$ cat config.mk
export PLATFORM = sky130hd
export DESIGN_NAME = mam_cell
export DESIGN_NICKNAME = d
export VERILOG_FILES = /design/src/hdl/mam_pkg.sv /design/src/hdl/mam_cell.sv
export SDC_FILE = /design/constraint.sdc
export NUM_CORES = 1
export LEC_CHECK = 0
export BUFFER_PORTS_ARGS = -buffer_cell sky130_fd_sc_hd__clkbuf_2
export CORE_MARGIN = 2
export CORE_UTILIZATION = 40
export DETAILED_ROUTE_END_ITERATION = 16
export SLEW_MARGIN = 15
export SYNTH_ARGS = -nofsm -noshare
export SYNTH_HDL_FRONTEND = slang
export SYNTH_SLANG_ARGS = --single-unit
$ cat constraint.sdc
create_clock -name clock -period 11.3 [get_ports clock]
set_clock_uncertainty 0.2 [all_clocks]
set_input_delay 0.565 -clock clock [delete_from_list [all_inputs] [get_ports clock]]
set_output_delay 0.565 -clock clock [all_outputs]
set_load 0.01 [all_outputs]
$ cat src/hdl/mam_pkg.sv
// ----------------------------------------------------------------------------
// Modular add / multiply package
// Command codes, default width and the control word that runs down the chain.
// ----------------------------------------------------------------------------
package mam_pkg;

   localparam int DEFAULT_WIDTH = 64;

   localparam logic CMD_ADD = 1'b0;
   localparam logic CMD_MUL = 1'b1;

   // Control that travels with each word from cell to cell.
   typedef struct packed {
      logic valid;
      logic cmd;
   } mam_ctl_type;

endpackage

$ cat src/hdl/mam_cell.sv
// ----------------------------------------------------------------------------
// Modular add / multiply cell
// One bit of the double-and-add scan: a doubling stage (multiply only), then a conditional add.
// ----------------------------------------------------------------------------
module mam_cell #(
   parameter int WIDTH = mam_pkg::DEFAULT_WIDTH
) (
   input  logic                 clock,
   input  logic                 reset,
   input  logic                 enable,
   input  logic [WIDTH-1:0]     modulus,
   input  mam_pkg::mam_ctl_type ctl_i,
   input  logic [WIDTH-1:0]     acc_i,
   input  logic [WIDTH-1:0]     mult_i,
   input  logic [WIDTH-1:0]     oper_i,
   output mam_pkg::mam_ctl_type ctl_o,
   output logic [WIDTH-1:0]     acc_o,
   output logic [WIDTH-1:0]     mult_o,
   output logic [WIDTH-1:0]     oper_o
);
   import mam_pkg::*;

   // Compare-and-subtract add; every sum and difference wraps at WIDTH bits.
   function automatic logic [WIDTH-1:0] mod_add(input logic [WIDTH-1:0] x,
                                                input logic [WIDTH-1:0] y,
                                                input logic [WIDTH-1:0] m);
      logic [WIDTH-1:0] lim;
      lim = WIDTH'(m - y);
      if (x < lim) begin
         return WIDTH'(x + y);
      end
      return WIDTH'(x + y - m);
   endfunction

   mam_ctl_type      dbl_ctl_ff, dbl_ctl_in, add_ctl_ff, add_ctl_in;
   logic [WIDTH-1:0] dbl_acc_ff, dbl_acc_in, add_acc_ff, add_acc_in;
   logic [WIDTH-1:0] dbl_mult_ff, dbl_mult_in, add_mult_ff, add_mult_in;
   logic [WIDTH-1:0] dbl_oper_ff, dbl_oper_in, add_oper_ff, add_oper_in;

   always_comb begin
      dbl_ctl_in  = ctl_i;
      dbl_mult_in = mult_i;
      dbl_oper_in = oper_i;
      dbl_acc_in  = (ctl_i.cmd == CMD_MUL) ? mod_add(acc_i, acc_i, modulus) : acc_i;

      add_ctl_in  = dbl_ctl_ff;
      add_oper_in = dbl_oper_ff;
      add_mult_in = {dbl_mult_ff[WIDTH-2:0], 1'b0};
      add_acc_in  = dbl_mult_ff[WIDTH-1] ? mod_add(dbl_acc_ff, dbl_oper_ff, modulus)
                                         : dbl_acc_ff;
   end

   always_ff @(posedge clock) begin
      if (reset) begin
         dbl_ctl_ff <= '0;
         add_ctl_ff <= '0;
      end else if (enable) begin
         dbl_ctl_ff <= dbl_ctl_in;
         add_ctl_ff <= add_ctl_in;
      end
   end

   always_ff @(posedge clock) begin
      if (enable) begin
         dbl_acc_ff  <= dbl_acc_in;
         dbl_mult_ff <= dbl_mult_in;
         dbl_oper_ff <= dbl_oper_in;
         add_acc_ff  <= add_acc_in;
         add_mult_ff <= add_mult_in;
         add_oper_ff <= add_oper_in;
      end
   end

   assign ctl_o  = add_ctl_ff;
   assign acc_o  = add_acc_ff;
   assign mult_o = add_mult_ff;
   assign oper_o = add_oper_ff;

endmodule

Yosys cells after proc, flatten, opt, wreduce, memory -nomap -nowiden
Cells that the tools add are included.

operators by class
  $lt $le $gt $ge = 2
  multiplexer cells = 8
  add/sub/neg operators = 6

operators with widths
  cell              count
  $mux W64          6
  $sub A64 B64 Y64  4
  $add A64 B64 Y64  2
  $lt A64 B64 Y1    2
  $mux W1           2

storage, ports and cells
  output and inout bits = 194
  logic and storage cells = 26
  register bits after elaboration = 387

Depth between registers and ports, before layout
  depth after elaboration = 5
  depth in mapped cells = 30
  mapped depth without buffers = 29

Worst setup path before layout
OpenSTA, ideal clock, no wires.

  kind = input to register
  from = in modulus[15]
  to = reg add_acc_ff[46] (netlist: acc_o[46]) (data pin)
  setup time = 0.270 ns
  slack = 5.056 ns
  path buffers = 3
  cell stages on the path = 26
  data arrival time = 5.774 ns
  cell sequence = ha_1 > clkbuf_1 > nand2_1 > nor4_1 > a221o_1 > a41o_1 > nand4_1 > o21ai_0 > a31oi_1 > a311oi_1 > o21ai_0 > o21ai_0 > a21oi_1 > xor2_1 > ha_1 > nand4_1 > nor4_1 > nand4bb_1 > nor2_1 > nand3_1 > o21ai_0 > nand3b_1 > buf_1 > clkbuf_1 > mux2i_1 > a21oi_1

between the ends
  longest elaborated chain between the ends = 5
  elaborated cells between the ends (all ways) = 6
  classes of those cells = 2 x add/sub; 1 x order compare; 3 x mux

ends and longest elaborated chain
  item                      line            RTL
  from (decl)               mam_cell.sv:11  input logic [WIDTH-1:0] modulus,
  $sub A64 B64 Y64          mam_cell.sv:28  lim = WIDTH'(m - y);
  $lt A64 B64 Y1            mam_cell.sv:29  if (x < lim) begin
  $mux W1                   mam_cell.sv:29
  $mux W64 *                mam_cell.sv:32  return WIDTH'(x + y - m);
  $mux W64 *                mam_cell.sv:49  add_acc_in = dbl_mult_ff[WIDTH-1] ? mod_add(dbl_acc_ff, dbl_oper_ff, modulus)
  named net add_acc_in[46]  mam_cell.sv:36  logic [WIDTH-1:0] dbl_acc_ff, dbl_acc_in, add_acc_ff, add_acc_in;
  to (signal assigned)      mam_cell.sv:68  add_acc_ff <= add_acc_in;
  to (decl)                 mam_cell.sv:36

The timed path passes the listed nets; every way through them passes the cells marked *.
A chain may end at the register's enable or synchronous reset.

Worst setup path after layout
  from = reg dbl_oper_ff[15] (netlist: add_oper_in[15])
  to = reg add_acc_ff[57] (netlist: acc_o[57]) (data pin)

between the ends
  longest elaborated chain between the ends = 5
  elaborated cells between the ends (all ways) = 8
  classes of those cells = 3 x add/sub; 1 x order compare; 4 x mux

ends and longest elaborated chain
  item                      line            RTL
  from (decl)               mam_cell.sv:38  logic [WIDTH-1:0] dbl_oper_ff, dbl_oper_in, add_oper_ff, add_oper_in;
  from (signal assigned)    mam_cell.sv:67  dbl_oper_ff <= dbl_oper_in;
  $sub A64 B64 Y64          mam_cell.sv:28
  $lt A64 B64 Y1            mam_cell.sv:29
  $mux W1                   mam_cell.sv:29
  $mux W64 *                mam_cell.sv:32
  $mux W64 *                mam_cell.sv:49
  named net add_acc_in[57]  mam_cell.sv:36

The timed path passes the listed nets; every way through them passes the cells marked *. The select of a mux whose other input is x is not followed.

==> flow_summary.json <==
{
  "die_area_um2": 90500,
  "grt_pass1_wl_um": 188000,
  "place_area_um2": 38500,
  "synth.area.mux_share_pct": 0.348,
  "vias": 33200,
  "grt_max_degree": 140,
  "setup_tns_ns": 0,
  "final_nets": 5207,
  "status": "complete, no violations",
  "post-route-period-util_pct": 74.2,
  "final_common_cell": "a21oi_1",
  "rrSetupSlack_ns": 2.92,
  "ys.flop_type": "edfxtp_1",
  "ff2ff_path_depth": 26,
  "final_max_slew_viol_count": 0,
  "antenna_found_initial": 6,
  "required_ns": 11.45,
  "cts_root_buf": "clkbuf_16",
  "end_kind": "flop",
  "netlist_instances": 4024,
  "drv_cap": 0,
  "cp.arrival_ns": 8.53,
  "tightest_slew_ns": 1.11,
  "power.static_leakage_nw": 18.8,
  "slew_headroom_pct": 25.1,
  "ant_nets": 0,
  "drt_pass1_iterations": 5,
  "power_density_nw_per_um2": 174,
  "dr.first_iter.drc_count": 3089,
  "critPathLaunchType": "flop",
  "drive_gt1_share_pct": 12.9,
  "clk_pin_slew_ns": 0.06,
  "crit_fanout": 49,
  "synth_fa_ha_area_share_pct": 15.9,
  "ys.warnings.count": 0,
  "grt-ovfl-total": 0,
  "worst_path_max_delay_cell": "nor4_1",
  "critical_path_class": "reg2reg",
  "clk_latency_ns": 0.64,
  "synthArstFlopShare_pct": 0,
  "synth_edf_count": 383,
  "cts_setup_buffers": 0,
  "cp_common_cell": "o21ai_0",
  "final-hold-violation-count": 0,
  "nFillCells": 8477,
  "clock-sinks": 387,
  "critPathCapture": "acc_o[57]",
  "viasPerCell": 5.81,
  "max_stage_delay_ns": 0.84,
  "port_buffers": 453,
  "ys_ff_latch": 387,
  "r2r_start": "add_oper_in[15]",
  "place.detailed.hpwl_um": 104000,
  "wl_per_cell_um": 22.5,
  "rows": 108,
  "r2r-end": "acc_o[57]",
  "ir_drop_mv": 0.126,
  "grt_pass1_vias": 31100,
  "rsz0062_at_grt": "no",
  "cts_buffers": 48,
  "track_usage_pct": 27.2,
  "coreArea_um2": 87000,
  "stdcell_count": 5703,
  "die_x_um": 301,
  "tritoncts": "done",
  "drc": 0,
  "fin_area_um2": 41500,
  "pin_count": 455,
  "dp_cells": 5477,
  "critPathTopFamily": "compound AO/OA/AOI/OAI gates",
  "drt_wl_total_um": 128000,
  "synth-simple-area-share_pct": 14.3,
  "cts.path.max_buffers": 3,
  "synth_cell_type_count": 84,
  "path_depth": 26,
  "synth_top_family_by_area": "compound AO/OA/AOI/OAI gates",
  "period_needed_ns": 8.38,
  "syn-num-nets": 4729,
  "h-tree-depth": 2,
  "synth-xor-area-share_pct": 7.33,
  "start_util_pct": 40.5,
  "synth_area_per_cell_um2": 8.76,
  "setup_viol": 0,
  "syn-cell-area_um2": 35300,
  "hold_class": "in2reg",
  "final_cell_mix": "a21oi_1, clkbuf_2, ha_1",
  "path_buf_inv": 2,
  "ys_seq_area_share_pct": 32.8,
  "cts_resized": 0,
  "fmax_ghz": 0.119,
  "area_growth_pct": 17.6,
  "worstSetupStartpoint": "add_oper_in[15]",
  "gp_congestion": 0.954,
  "finalPower_mw": 7.20,
  "synth_compound_area_share_pct": 24.5,
  "fp.dieH_um": 301
}
==> metal layers <==
metal | vias to the layer above | share of wire, % | track usage, %
met1 | 15800 | 47 | 40.8
met2 | 1345 | 42 | 40.5
met5 | - | 0 | 0
met4 | 0 | 2.4 | 7.52
met3 | 141 | 8.2 | 3.68
li1 | 15800 | - | -
==> synth_stat cells, types with 7 or more instances <==
cell	count	share of area [%]
a21oi_1	488	6.9
ha_1	439	16
edfxtp_1	383	33
nor2_1	344	3.7
nand2_1	304	3.2
inv_1	276	2.9
a21o_1	261	5.6
o21ai_0	220	3.1
xnor2_1	184	4.6
clkbuf_1	159	1.7
xor2_1	111	2.8
nand4_1	101	1.8
a31oi_1	77	1.4
nand3_1	64	0.91
o21bai_1	59	1.3
nor2b_1	51	0.91
nand2b_1	44	0.78
nor3_1	43	0.61
o21a_1	36	0.77
a211oi_1	31	0.66
and3_1	26	0.46
o211ai_1	22	0.47
o31ai_1	18	0.38
or3_1	16	0.28
and4_1	15	0.37
or2_2	13	0.23
and2_1	12	0.21
nor4_1	12	0.21
a41oi_1	11	0.27
a2111oi_0	10	0.25
a221o_1	10	0.28
mux2i_1	10	0.28
a211o_1	9	0.22
o2111ai_1	9	0.22
a22oi_1	8	0.17
a311oi_1	8	0.20
o221ai_1	8	0.20
o31a_1	8	0.20
o21ai_1	7	0.099
o22ai_1	7	0.12
==> worst reg2reg max path, stage by stage (launching register included) <==
cell and delay [ns]:
edfxtp_1 0.47, inv_1 0.07, ha_1 0.47, nand2_1 0.14, nor4_1 0.47, a221o_1 0.25
a41o_1 0.18, nand4_1 0.15, o21ai_0 0.56, a31oi_1 0.29, a311oi_1 0.56, o21ai_0 0.23
o21ai_0 0.21, a21oi_1 0.10, xor2_1 0.15, ha_1 0.30, nand4_1 0.16, nor4_1 0.84
nand4bb_1 0.28, nor2_1 0.19, nand3_1 0.08, o21ai_0 0.13, nand3b_1 0.16, buf_4 0.54
nor2_1 0.45, a22oi_1 0.30, o21ai_0 0.15
==> flip-flops by register name, summed over array words and instances (netlist names) <==
| signal | cells |
|---|---|
| add_ctl_in | 2 |
| oper_o | 64 |
| dbl_acc_ff | 64 |
| dbl_mult_ff | 64 |
| add_oper_in | 64 |
| ctl_o | 2 |
| acc_o | 64 |
| mult_o | 63 |
==> report_power, final <==
| group | internal [mW] | switching, mW | leakage [nW] | total (mW) |
|---|---|---|---|---|
| sequential | 1.81 | 0.175 | 3.78 | 1.99 |
| combinational | 1.40 | 2.14 | 14.2 | 3.54 |
| clock | 0.968 | 0.700 | 0.809 | 1.67 |
==> layout make-up <==
cell class	instances	area [µm²]	share of cell area (%)
diodes	7	17.5	0.0423
flip-flops and latches	387	11600	27.9
well taps	1155	1450	3.49
clock inverters	34	417	1.01
multi-input cells	3191	22000	53.0
repair buffers	598	3720	8.97
inverters	276	1040	2.50
clock buffers	55	1250	3.01
==> per-stage QoR <==
step	hold slack [ns]	utilization [%]	setup slack [ns]
CTS	0.0896	47.6	3.05
finish	0.130	47.6	2.92
global placement	0.200	44.2	2.86
global route	0.134	47.6	2.46
floorplan	0.200	-	5.06
detailed placement	0.205	44.2	2.72
==> timing repair <==
item	CTS	global route
hold buffers	130	0
endpoints found under the hold margin	132	0
endpoints found under the setup margin	0	0
==> cell families (layout without fill, tap and decap cells) <==
| logic type | count (synthesis) | in the layout |
|---|---|---|
| other cells | 1 | 8 |
| fa+ha+maj | 444 | 444 |
| flops | 387 | 387 |
| simple gates | 1069 | 1069 |
| mux | 12 | 12 |
| compound gates | 1370 | 1370 |
| buf+inv | 446 | 963 |
| xor+xnor | 295 | 295 |
==> how the worst min path moves through the flow <==
| stage | start | to | cells past startpoint |
|---|---|---|---|
| final | acc_i[14] | dbl_acc_ff[14] | 3 |
| after global routing | acc_i[8] | dbl_acc_ff[8] | 3 |
| after CTS | acc_i[8] | dbl_acc_ff[8] | 3 |
| after detailed placement | dbl_mult_ff[22] | mult_o[23] | 0 |
| after global placement | dbl_mult_ff[41] | mult_o[42] | 0 |
| after floorplan | dbl_mult_ff[9] | mult_o[10] | 0 |
No activity file was read; power rests on OpenSTA's default activity.
